## config.mk

```make
export PLATFORM = sky130hd
export DESIGN_NAME = source_token_scanner_core
export DESIGN_NICKNAME = d
export VERILOG_FILES = /design/src/sts_pkg.sv /design/src/sts_front.sv /design/src/sts_back.sv /design/src/source_token_scanner_core.sv
export SDC_FILE = /design/constraint.sdc
export NUM_CORES = 1
export LEC_CHECK = 0
export BUFFER_PORTS_ARGS = -buffer_cell sky130_fd_sc_hd__buf_2
export CAP_MARGIN = 5
export CORE_MARGIN = 2
export CORE_UTILIZATION = 30
export DETAILED_ROUTE_END_ITERATION = 10
export PLACE_DENSITY = 0.45
export RECOVER_POWER = 50
export SYNTH_ARGS = -nofsm -noshare
export SYNTH_HDL_FRONTEND = slang
export SYNTH_SLANG_ARGS = --single-unit
```

## constraint.sdc

```tcl
create_clock -name clk_i -period 9.7 [get_ports clk_i]
set_input_delay 0.97 -clock clk_i [delete_from_list [all_inputs] [get_ports clk_i]]
set_output_delay 0.97 -clock clk_i [all_outputs]
set_load 0.01 [all_outputs]
```

## src/sts_pkg.sv

```systemverilog
// Shared types and constants of the source token scanner.
package sts_pkg;

  typedef enum logic [9:0] {
    MODE_IDLE    = 10'b0000000001,
    MODE_INT     = 10'b0000000010,
    MODE_WORD    = 10'b0000000100,
    MODE_EQ      = 10'b0000001000,
    MODE_BANG    = 10'b0000010000,
    MODE_LT      = 10'b0000100000,
    MODE_GT      = 10'b0001000000,
    MODE_SLASH   = 10'b0010000000,
    MODE_COMMENT = 10'b0100000000,
    MODE_HALT    = 10'b1000000000
  } scan_mode_e;

  localparam logic [5:0] KIND_LET      = 6'd0;
  localparam logic [5:0] KIND_FN       = 6'd1;
  localparam logic [5:0] KIND_INT      = 6'd2;
  localparam logic [5:0] KIND_BOOL     = 6'd3;
  localparam logic [5:0] KIND_VOID     = 6'd4;
  localparam logic [5:0] KIND_WHILE    = 6'd5;
  localparam logic [5:0] KIND_IF       = 6'd6;
  localparam logic [5:0] KIND_ELSE     = 6'd7;
  localparam logic [5:0] KIND_RETURN   = 6'd8;
  localparam logic [5:0] KIND_BOOL_LIT = 6'd9;
  localparam logic [5:0] KIND_IDENT    = 6'd10;
  localparam logic [5:0] KIND_INT_LIT  = 6'd11;
  localparam logic [5:0] KIND_ASSIGN   = 6'd12;
  localparam logic [5:0] KIND_EQ_EQ    = 6'd13;
  localparam logic [5:0] KIND_BANG     = 6'd14;
  localparam logic [5:0] KIND_NOT_EQ   = 6'd15;
  localparam logic [5:0] KIND_LT       = 6'd16;
  localparam logic [5:0] KIND_LT_EQ    = 6'd17;
  localparam logic [5:0] KIND_GT       = 6'd18;
  localparam logic [5:0] KIND_GT_EQ    = 6'd19;
  localparam logic [5:0] KIND_SLASH    = 6'd20;
  localparam logic [5:0] KIND_PLUS     = 6'd21;
  localparam logic [5:0] KIND_MINUS    = 6'd22;
  localparam logic [5:0] KIND_STAR     = 6'd23;
  localparam logic [5:0] KIND_COLON    = 6'd24;
  localparam logic [5:0] KIND_SEMI     = 6'd25;
  localparam logic [5:0] KIND_COMMA    = 6'd26;
  localparam logic [5:0] KIND_LPAREN   = 6'd27;
  localparam logic [5:0] KIND_RPAREN   = 6'd28;
  localparam logic [5:0] KIND_LBRACE   = 6'd29;
  localparam logic [5:0] KIND_RBRACE   = 6'd30;
  localparam logic [5:0] KIND_END      = 6'd31;
  localparam logic [5:0] KIND_ERROR    = 6'd32;
  localparam logic [5:0] KIND_NONE     = 6'd63;

  localparam logic [7:0] CHAR_LF = 8'h0A;

  // Classification of one byte, made in the front stage.
  typedef struct packed {
    logic [7:0] ch;
    logic       is_end;
    logic       is_space;
    logic       is_digit;
    logic       is_alpha;
    logic       is_lf;
    logic       is_eq;
    logic       is_slash;
    logic [5:0] single;  // single-byte token kind, KIND_NONE if none
  } byte_class_t;

  function automatic logic [5:0] single_kind(input logic [7:0] c);
    logic [5:0] k;
    case (c)
      "+": k = KIND_PLUS;
      "-": k = KIND_MINUS;
      "*": k = KIND_STAR;
      ":": k = KIND_COLON;
      ";": k = KIND_SEMI;
      ",": k = KIND_COMMA;
      "(": k = KIND_LPAREN;
      ")": k = KIND_RPAREN;
      "{": k = KIND_LBRACE;
      "}": k = KIND_RBRACE;
      default: k = KIND_NONE;
    endcase
    return k;
  endfunction

  function automatic logic [5:0] classify_word(input logic [47:0] w, input logic [2:0] n);
    logic [5:0] k;
    k = KIND_IDENT;
    case (n)
      3'd2: begin
        if (w[15:0] == {"n", "f"}) k = KIND_FN;
        else if (w[15:0] == {"f", "i"}) k = KIND_IF;
      end
      3'd3: begin
        if (w[23:0] == {"t", "e", "l"}) k = KIND_LET;
        else if (w[23:0] == {"t", "n", "i"}) k = KIND_INT;
      end
      3'd4: begin
        if (w[31:0] == {"l", "o", "o", "b"}) k = KIND_BOOL;
        else if (w[31:0] == {"d", "i", "o", "v"}) k = KIND_VOID;
        else if (w[31:0] == {"e", "s", "l", "e"}) k = KIND_ELSE;
        else if (w[31:0] == {"e", "u", "r", "t"}) k = KIND_BOOL_LIT;
      end
      3'd5: begin
        if (w[39:0] == {"e", "l", "i", "h", "w"}) k = KIND_WHILE;
        else if (w[39:0] == {"e", "s", "l", "a", "f"}) k = KIND_BOOL_LIT;
      end
      3'd6: begin
        if (w == {"n", "r", "u", "t", "e", "r"}) k = KIND_RETURN;
      end
      default: k = KIND_IDENT;
    endcase
    return k;
  endfunction

endpackage

```

## src/sts_front.sv

```systemverilog
// Front stage: accepts source bytes, classifies them and feeds a two-entry queue.
module sts_front
  import sts_pkg::*;
(
  input  logic        clk_i,
  input  logic        rst_ni,
  input  logic        valid_i,
  output logic        ready_o,
  input  logic [7:0]  source_byte_i,
  input  logic        end_marker_i,
  output logic        q_valid_o,
  input  logic        q_pop_i,
  output byte_class_t q_data_o
);

  byte_class_t mem_q [2];
  logic        wr_ptr_q, rd_ptr_q;
  logic [1:0]  count_q;
  byte_class_t cls;
  logic        push;

  always_comb begin
    cls          = '0;
    cls.ch       = source_byte_i;
    cls.is_end   = end_marker_i || (source_byte_i == 8'd0);
    cls.is_space = (source_byte_i == " ") || (source_byte_i == 8'h09) ||
                   (source_byte_i == CHAR_LF) || (source_byte_i == 8'h0D);
    cls.is_digit = (source_byte_i >= "0") && (source_byte_i <= "9");
    cls.is_alpha = ((source_byte_i >= "a") && (source_byte_i <= "z")) ||
                   ((source_byte_i >= "A") && (source_byte_i <= "Z")) ||
                   (source_byte_i == "_");
    cls.is_lf    = (source_byte_i == CHAR_LF);
    cls.is_eq    = (source_byte_i == "=");
    cls.is_slash = (source_byte_i == "/");
    cls.single   = single_kind(source_byte_i);
  end

  assign ready_o   = (count_q != 2'd2);
  assign push      = valid_i && ready_o;
  assign q_valid_o = (count_q != 2'd0);
  assign q_data_o  = mem_q[rd_ptr_q];

  always_ff @(posedge clk_i) begin
    if (push) mem_q[wr_ptr_q] <= cls;
  end

  always_ff @(posedge clk_i or negedge rst_ni) begin
    if (!rst_ni) begin
      wr_ptr_q <= 1'b0;
      rd_ptr_q <= 1'b0;
      count_q  <= 2'd0;
    end else begin
      if (push) wr_ptr_q <= ~wr_ptr_q;
      if (q_pop_i) rd_ptr_q <= ~rd_ptr_q;
      count_q <= count_q + {1'b0, push} - {1'b0, q_pop_i};
    end
  end

endmodule

```

## src/sts_back.sv

```systemverilog
// Back stage: scanning state machine and token emission through a two-slot output buffer.
module sts_back
  import sts_pkg::*;
#(
  parameter int OFFSET_BITS = 24,
  parameter int LINE_BITS   = 20,
  parameter int COLUMN_BITS = 16
) (
  input  logic                   clk_i,
  input  logic                   rst_ni,
  input  logic                   q_valid_i,
  output logic                   q_pop_o,
  input  byte_class_t            q_data_i,
  output logic                   valid_o,
  input  logic                   ready_i,
  output logic [5:0]             token_kind_o,
  output logic [OFFSET_BITS-1:0] start_offset_o,
  output logic [OFFSET_BITS-1:0] token_length_o,
  output logic [LINE_BITS-1:0]   start_line_o,
  output logic [COLUMN_BITS-1:0] start_column_o,
  output logic                   last_of_run_o
);

  localparam logic [OFFSET_BITS-1:0] OffMax = {OFFSET_BITS{1'b1}};
  localparam logic [LINE_BITS-1:0]   LineMax = {LINE_BITS{1'b1}};
  localparam logic [COLUMN_BITS-1:0] ColMax = {COLUMN_BITS{1'b1}};

  typedef struct packed {
    logic [5:0]             kind;
    logic [OFFSET_BITS-1:0] off;
    logic [OFFSET_BITS-1:0] len;
    logic [LINE_BITS-1:0]   line;
    logic [COLUMN_BITS-1:0] col;
    logic                   last;
  } tok_t;

  scan_mode_e             mode_q, mode_d;
  logic [OFFSET_BITS-1:0] off_q, off_d, toff_q, toff_d, cnt_q, cnt_d;
  logic [LINE_BITS-1:0]   line_q, line_d, tline_q, tline_d;
  logic [COLUMN_BITS-1:0] col_q, col_d, tcol_q, tcol_d;
  logic [7:0]             wbuf_q [6];
  logic [2:0]             wlen_q, wlen_d;
  logic                   wwr;
  logic [2:0]             wwr_idx;

  tok_t  t0, t1;
  logic  e0, e1;
  tok_t  slot_q [2];
  logic  rd_q, wr_q;
  logic [1:0] cnt_out_q;
  logic  step;
  logic [47:0] wflat;

  byte_class_t c;
  assign c = q_data_i;

  // Only step when the output buffer can take two tokens.
  assign step    = q_valid_i && (cnt_out_q == 2'd0 ||
                   (cnt_out_q == 2'd1 && ready_i));
  assign q_pop_o = step;

  always_comb begin
    for (int i = 0; i < 6; i++) wflat[i*8 +: 8] = wbuf_q[i];
  end

  function automatic tok_t mk(input logic [5:0] k, input logic [OFFSET_BITS-1:0] o,
                              input logic [OFFSET_BITS-1:0] l,
                              input logic [LINE_BITS-1:0] ln,
                              input logic [COLUMN_BITS-1:0] cl);
    tok_t t;
    t.kind = k; t.off = o; t.len = l; t.line = ln; t.col = cl; t.last = 1'b0;
    return t;
  endfunction

  always_comb begin
    logic [5:0] pk;
    logic       fresh;
    logic       adv;
    pk = KIND_NONE;
    unique case (mode_q)
      MODE_INT:   pk = KIND_INT_LIT;
      MODE_WORD:  pk = classify_word(wflat, wlen_q);
      MODE_EQ:    pk = KIND_ASSIGN;
      MODE_BANG:  pk = KIND_BANG;
      MODE_LT:    pk = KIND_LT;
      MODE_GT:    pk = KIND_GT;
      MODE_SLASH: pk = KIND_SLASH;
      default:    pk = KIND_NONE;
    endcase
    mode_d = mode_q; off_d = off_q; line_d = line_q; col_d = col_q;
    toff_d = toff_q; tline_d = tline_q; tcol_d = tcol_q; cnt_d = cnt_q;
    wlen_d = wlen_q; wwr = 1'b0; wwr_idx = wlen_q;
    e0 = 1'b0; e1 = 1'b0;
    t0 = mk(pk, toff_q, cnt_q, tline_q, tcol_q);
    t1 = t0;
    fresh = 1'b0; adv = 1'b0;
    if (c.is_end) begin
      if (pk != KIND_NONE) e0 = 1'b1;
      t1 = mk(KIND_END, off_q, '0, line_q, col_q);
      e1 = 1'b1;
      mode_d = MODE_IDLE; off_d = '0; line_d = LINE_BITS'(1); col_d = COLUMN_BITS'(1);
      toff_d = '0; tline_d = LINE_BITS'(1); tcol_d = COLUMN_BITS'(1);
      cnt_d = '0; wlen_d = '0;
    end else begin
      unique case (mode_q)
        MODE_HALT: ;
        MODE_COMMENT: begin
          if (c.is_lf) mode_d = MODE_IDLE;
          adv = 1'b1;
        end
        MODE_INT: begin
          if (c.is_digit) begin
            cnt_d = (cnt_q == OffMax) ? cnt_q : cnt_q + 1'b1;
            adv = 1'b1;
          end else begin
            e0 = 1'b1; fresh = 1'b1;
          end
        end
        MODE_WORD: begin
          if (c.is_alpha || c.is_digit) begin
            wwr = (wlen_q < 3'd6);
            if (wlen_q != 3'd7) wlen_d = wlen_q + 3'd1;
            cnt_d = (cnt_q == OffMax) ? cnt_q : cnt_q + 1'b1;
            adv = 1'b1;
          end else begin
            e0 = 1'b1; fresh = 1'b1;
          end
        end
        MODE_EQ, MODE_BANG, MODE_LT, MODE_GT: begin
          if (c.is_eq) begin
            e0 = 1'b1;
            t0.kind = pk + 6'd1;
            t0.len = (cnt_q == OffMax) ? cnt_q : cnt_q + 1'b1;
            mode_d = MODE_IDLE;
            adv = 1'b1;
          end else begin
            e0 = 1'b1; fresh = 1'b1;
          end
        end
        MODE_SLASH: begin
          if (c.is_slash) begin
            mode_d = MODE_COMMENT; adv = 1'b1;
          end else begin
            e0 = 1'b1; fresh = 1'b1;
          end
        end
        default: fresh = 1'b1;
      endcase
      if (fresh) begin
        mode_d = MODE_IDLE;
        adv = 1'b1;
        if (!c.is_space) begin
          toff_d = off_q; tline_d = line_q; tcol_d = col_q; cnt_d = OFFSET_BITS'(1);
          if (c.is_digit) mode_d = MODE_INT;
          else if (c.is_alpha) begin
            mode_d = MODE_WORD; wwr = 1'b1; wwr_idx = 3'd0; wlen_d = 3'd1;
          end else if (c.is_eq) mode_d = MODE_EQ;
          else if (c.ch == "!") mode_d = MODE_BANG;
          else if (c.ch == "<") mode_d = MODE_LT;
          else if (c.ch == ">") mode_d = MODE_GT;
          else if (c.is_slash) mode_d = MODE_SLASH;
          else begin
            t1 = mk((c.single != KIND_NONE) ? c.single : KIND_ERROR, off_q,
                    OFFSET_BITS'(1), line_q, col_q);
            e1 = 1'b1;
            if (c.single == KIND_NONE) mode_d = MODE_HALT;
          end
        end
      end
      if (adv) begin
        off_d = (off_q == OffMax) ? off_q : off_q + 1'b1;
        if (c.is_lf) begin
          line_d = (line_q == LineMax) ? line_q : line_q + 1'b1;
          col_d  = COLUMN_BITS'(1);
        end else begin
          col_d = (col_q == ColMax) ? col_q : col_q + 1'b1;
        end
      end
    end
    if (e1) t1.last = 1'b1;
    else t0.last = 1'b1;
  end

  always_ff @(posedge clk_i) begin
    if (step && wwr) wbuf_q[wwr_idx] <= c.ch;
  end

  // Output buffer: two slots, each step may write none, one or two.
  logic pop_out;
  assign pop_out = valid_o && ready_i;

  always_ff @(posedge clk_i) begin
    if (step) begin
      if (e0) slot_q[wr_q] <= t0;
      if (e1) slot_q[wr_q ^ e0] <= t1;
    end
  end

  always_ff @(posedge clk_i or negedge rst_ni) begin
    if (!rst_ni) begin
      mode_q <= MODE_IDLE;
      off_q <= '0; line_q <= LINE_BITS'(1); col_q <= COLUMN_BITS'(1);
      toff_q <= '0; tline_q <= LINE_BITS'(1); tcol_q <= COLUMN_BITS'(1);
      cnt_q <= '0; wlen_q <= '0;
      rd_q <= 1'b0; wr_q <= 1'b0; cnt_out_q <= 2'd0;
    end else begin
      if (step) begin
        mode_q <= mode_d; off_q <= off_d; line_q <= line_d; col_q <= col_d;
        toff_q <= toff_d; tline_q <= tline_d; tcol_q <= tcol_d;
        cnt_q <= cnt_d; wlen_q <= wlen_d;
        wr_q <= wr_q ^ (e0 ^ e1);
      end
      if (pop_out) rd_q <= ~rd_q;
      cnt_out_q <= cnt_out_q + (step ? {1'b0, e0} + {1'b0, e1} : 2'd0)
                   - {1'b0, pop_out};
    end
  end

  tok_t head;
  assign head           = slot_q[rd_q];
  assign valid_o        = (cnt_out_q != 2'd0);
  assign token_kind_o   = head.kind;
  assign start_offset_o = head.off;
  assign token_length_o = head.len;
  assign start_line_o   = head.line;
  assign start_column_o = head.col;
  assign last_of_run_o  = head.last;

  a_buf_bound: assert property (@(posedge clk_i) disable iff (!rst_ni)
    cnt_out_q != 2'd3) else $error("output buffer overflow");
  a_two_only_end: assert property (@(posedge clk_i) disable iff (!rst_ni)
    (step && e0 && e1) |-> (c.is_end || t1.kind != KIND_END))
    else $error("two tokens from one byte without cause");
  a_halt_sticky: assert property (@(posedge clk_i) disable iff (!rst_ni)
    (mode_q == MODE_HALT && step && !c.is_end) |=> mode_q == MODE_HALT)
    else $error("left halt without end");
  a_line_nonzero: assert property (@(posedge clk_i) disable iff (!rst_ni)
    line_q != '0 && col_q != '0) else $error("line or column zero");

endmodule

```

## src/source_token_scanner_core.sv

```systemverilog
// Top level of the source token scanner.
// The scanner takes one source byte per transfer and produces up to two token transfers
// per byte, each with kind, start offset, length, line and column; last_of_run_o marks the
// final token caused by a byte. A front stage classifies each byte into a two-entry queue,
// and a back stage runs the scanning state machine and writes tokens into a two-slot
// output buffer. Sustained rate is one byte per cycle while ready_i stays high and each
// byte yields at most one token; a byte yielding two tokens (a flushed token and then a
// single-character or end token) holds up input while the output port sends them singly.
// Whitespace and comment bytes give no token. There is no clearing pass after reset.
module source_token_scanner_core
  import sts_pkg::*;
#(
  parameter int OFFSET_BITS = 24,
  parameter int LINE_BITS   = 20,
  parameter int COLUMN_BITS = 16
) (
  input  logic                   clk_i,
  input  logic                   rst_ni,
  input  logic                   valid_i,
  output logic                   ready_o,
  input  logic [7:0]             source_byte_i,
  input  logic                   end_marker_i,
  output logic                   valid_o,
  input  logic                   ready_i,
  output logic [5:0]             token_kind_o,
  output logic [OFFSET_BITS-1:0] start_offset_o,
  output logic [OFFSET_BITS-1:0] token_length_o,
  output logic [LINE_BITS-1:0]   start_line_o,
  output logic [COLUMN_BITS-1:0] start_column_o,
  output logic                   last_of_run_o
);

  // Queue between the front and back stages.
  logic        q_valid, q_pop;
  byte_class_t q_data;

  sts_front u_front (
    .clk_i, .rst_ni, .valid_i, .ready_o, .source_byte_i, .end_marker_i,
    .q_valid_o(q_valid), .q_pop_i(q_pop), .q_data_o(q_data)
  );

  sts_back #(
    .OFFSET_BITS(OFFSET_BITS), .LINE_BITS(LINE_BITS), .COLUMN_BITS(COLUMN_BITS)
  ) u_back (
    .clk_i, .rst_ni, .q_valid_i(q_valid), .q_pop_o(q_pop), .q_data_i(q_data),
    .valid_o, .ready_i, .token_kind_o, .start_offset_o, .token_length_o,
    .start_line_o, .start_column_o, .last_of_run_o
  );

endmodule

```

==> results by group <==
Critical path
  • Max FO, Critical Path: 59
  • Required @ worst endpoint: 10040 ps
  • Crit path cell chain: clkbuf_1, mux2i_4, clkbuf_1, a32oi_4, xnor2_2, a211oi_4, buf_4, buf_4, mux2_4
  • Crit path max-delay family: buffers and inverters
  • R2r startpoint: u_front.rd_ptr_q$_DFFE_PN0P_
  • Crit-path max cell delay: 1610 ps
  • Crit Path Class: flop to flop
  • Reg2Reg Depth: 9
  • Worst EP arrival: 7290 ps
  • Reg-to-reg slack, setup: 2750 ps
  • Crit end category: flop
  • CP Buf/Inv Count: 4
  • Startpoint type of the worst setup path: flop
  • Worst path slowest cell: clkbuf_1
  • Critical R2R Capture: u_back.slot_q[1][27]$_DFFE_PP_

Route
  • Remaining DRCs: 0
  • Max layer used: met4
  • Total number of vias: 14.5k
  • Final ANT Viol Nets: 0
  • Met3 routed WL: 2300 um
  • DR WL/cell: 20.0 um
  • Met1 WL: 26900 um
  • DRT Wirelength: 56700 um
  • TritonRoute pass-1 iters: 7
  • Initial DRC count: 927
  • Routed length on met2: 26500 um
  • Vias per cell: 5.12

Synthesis
  • Syn nets: 1787
  • Post-synth EDFFs: 270
  • Avg Inst Size Synth: 12.3 um^2
  • Top_reg_cell synth: edfxtp_1
  • Netlist cell types: 88
  • Multiplexer share of the synthesized area: 13.6%
  • Mapped Cells: 1760
  • Synthesized cell area: 21600 um^2
  • Adder-Cell Fraction of Synth Area: 0.856%
  • Synth Area in XOR/XNOR: 2.67%
  • Synth Area in Simple Gates: 13.1%
  • YS warnings: 0
  • Largest family of logic cells by synthesized area: multiplexers
  • Synth Area in Compound Gates: 10.5%
  • Fraction of registers with async set/reset: 37.9%
  • Sequential cell area fraction in the yosys report: 56.6%
  • Synth Register Bits: 435

Global routing
  • Largest net degree at the start of global routing: 75
  • Tot GR Track Use: 15.3%
  • Initial antenna violation count: 2
  • Vias in the first global route: 14.9k
  • First-pass GRT wire length: 89200 um
  • Total gr overflow: 0

Final layout
  • Non-Filler Instances: 2834
  • Area Overhead vs Synth: 14.1%
  • Share of cells above drive strength 1: 18.0%
  • Most common cell after layout, fill and taps aside: edfxtp_1
  • Final net count: 1868
  • Design Area, Final: 24700 um^2
  • Commonest non-fill, non-tap cells in the layout: edfxtp_1 (270), nor2_1 (165), dfrtp_1 (160)
  • Ant diodes: 0

Placement
  • Final GP Congestion: 0.784
  • Post-DP HPWL: 35600 um
  • Dpl cells: 2738
  • DP Area: 23200 um^2
  • PortBufs: 105

Flow run
  • Max Cap Viol: 8

Floorplanning
  • Die footprint: 74300 um^2
  • Starting Density: 30.3%
  • Die W: 273 um
  • Die height: 273 um
  • Site Rows: 98
  • I/O pins: 106
  • Core area: 71500 um^2

STA
  • Tcrit/Tclk final: 71.6%
  • Final hold vios: 0
  • Fmax: 0.144 GHz
  • Slew margin rel.: -216%
  • Slew @ Worst Pin: 4740 ps
  • Count of pins over their slew limit: 328
  • Minimum clock period: 6950 ps
  • Setup TNS: 0 ps
  • Clk_skew: 38.6 ps
  • Setup repair after global routing missed its margin: no
  • WHS: 492 ps
  • Final setup viols: 0

Clocking
  • Max H-tree Level: 2
  • Clock buffer depth: 3
  • Worst skew pair latency: 620 ps
  • Postcts setup bufs: 0
  • CTS resizes: 0
  • CTS tree: yes
  • Clk slew on worst S/H paths: 60 ps
  • Cts bufs inserted: 51
  • CTS Root Cell: clkbuf_16
  • CTS Sinks: 435
  • Hold-fix buffers at CTS: 0

Run status
  • Status: finished, violations left
  • Violated checks: capacitance limit, slew limit

Hold path
  • HP Class: flop to flop
  • HP Start: u_front.wr_ptr_q$_DFFE_PN0P_
  • Worst hold path depth: 1
  • Hold EP: u_front.wr_ptr_q$_DFFE_PN0P_

Power
  • P per Cell Area: 283 nW/um^2
  • Peak VDD IR: 0.167 mV
  • P_leak: 8.96 nW
==> sequential cells by signal (all words and copies together), names as in the netlist <==
| name | flops |
|---|---|
| u_back.slot_q | 182 |
| u_back.wbuf_q | 48 |
| u_front.mem_q | 40 |
| u_back.cnt_q | 24 |
| u_back.off_q | 24 |
| u_back.toff_q | 24 |
| u_back.line_q | 20 |
| u_back.tline_q | 20 |
| u_back.col_q | 16 |
| u_back.tcol_q | 16 |
| u_back.mode_q | 10 |
| u_back.wlen_q | 3 |
| u_back.cnt_out_q | 2 |
| u_front.count_q | 2 |
| u_back.rd_q | 1 |
| u_back.wr_q | 1 |
| u_front.rd_ptr_q | 1 |
| u_front.wr_ptr_q | 1 |
==> cells in the mapped netlist, types with 9 or more instances <==
master	count	share of area, %
edfxtp_1	270	37
mux2_2	172	9.0
nor2_1	166	2.9
dfrtp_1	160	19
nand2_1	111	1.9
clkbuf_1	81	1.4
o21ai_0	64	1.5
mux2_4	59	4.1
nand3_1	59	1.4
a22o_1	58	2.3
xnor2_1	53	2.1
a21oi_1	49	1.1
nor3_1	34	0.79
and3_1	27	0.78
inv_1	27	0.47
a31oi_1	26	0.75
o31ai_1	22	0.76
nor4_1	19	0.55
nand4_1	16	0.46
ha_1	14	0.81
nor3b_1	14	0.49
a21o_1	13	0.45
mux2i_1	13	0.60
o22a_1	13	0.53
or3_1	13	0.38
and2_1	12	0.35
nand2b_1	12	0.35
xor2_1	11	0.45
and4_1	9	0.36
buf_2	9	0.21
buf_6	9	0.47
nor4bb_1	9	0.42
==> per-layer routing <==
| metal | global-route usage, % | vias to the layer above |
|---|---|---|
| met2 | 24.8 | 284 |
| li1 | - | 6822 |
| met4 | 4.11 | 0 |
| met5 | 0 | - |
| met1 | 21.1 | 7326 |
| met3 | 2.43 | 67 |
==> cells by family (layout without fill, tap and decap cells) <==
group,count (synthesis),count (layout)
multiplexers,244,244
buffers and inverters,133,257
flip-flops,435,435
adder cells (fa/ha/maj),15,15
AO/OA/AOI/OAI,317,317
AND/OR/NAND/NOR,551,551
XOR/XNOR,65,65
==> final cells by class <==
type                       count  area, um^2
tap                          950        1190
fill                        7046       46800
clock inverter                24         273
timing repair buffer         133         608
inverter                      28         105
sequential                   435       12200
multi-input combinational   1192        8890
clock buffer                  72        1380
==> report_power, final <==
part           switching (mW)  internal, mW  leakage, nW
Sequential              0.168          2.48         4.75
Clock                   0.799          1.10        0.791
Combinational            1.63         0.793         3.42
==> per-stage QoR <==
step / setup WS, ps / util, % / power (mW)
2_1_floorplan: 1740 / - / 4.28
5_1_grt: 2140 / 34.5 / 7.38
3_3_place_gp: 3610 / 32.4 / 5.20
4_1_cts: 3500 / 34.7 / 7.17
3_5_place_dp: 3540 / 32.4 / 5.23
6_report: 2750 / 34.5 / 6.98
==> how the worst max path moves through the flow <==
stage	from	end	slack, ps	cells past startpoint
2_1_floorplan	u_back.mode_q[3]$_DFFE_PN0P_	u_back.slot_q[0][0]$_DFFE_PP_	1740	12
3_3_place_gp	u_back.wbuf_q[0][4]$_DFFE_PP_	u_back.slot_q[1][78]$_DFFE_PP_	3610	13
3_5_place_dp	u_back.wbuf_q[0][4]$_DFFE_PP_	u_back.slot_q[1][78]$_DFFE_PP_	3540	13
4_1_cts	u_back.wbuf_q[0][4]$_DFFE_PP_	u_back.slot_q[1][32]$_DFFE_PP_	3500	13
5_1_grt	u_back.rd_q$_DFFE_PN0P_	start_line_o[0]	2140	3
6_report	u_front.rd_ptr_q$_DFFE_PN0P_	u_back.slot_q[1][27]$_DFFE_PP_	2750	9
Note: power is estimated with default switching activity, not from simulation.
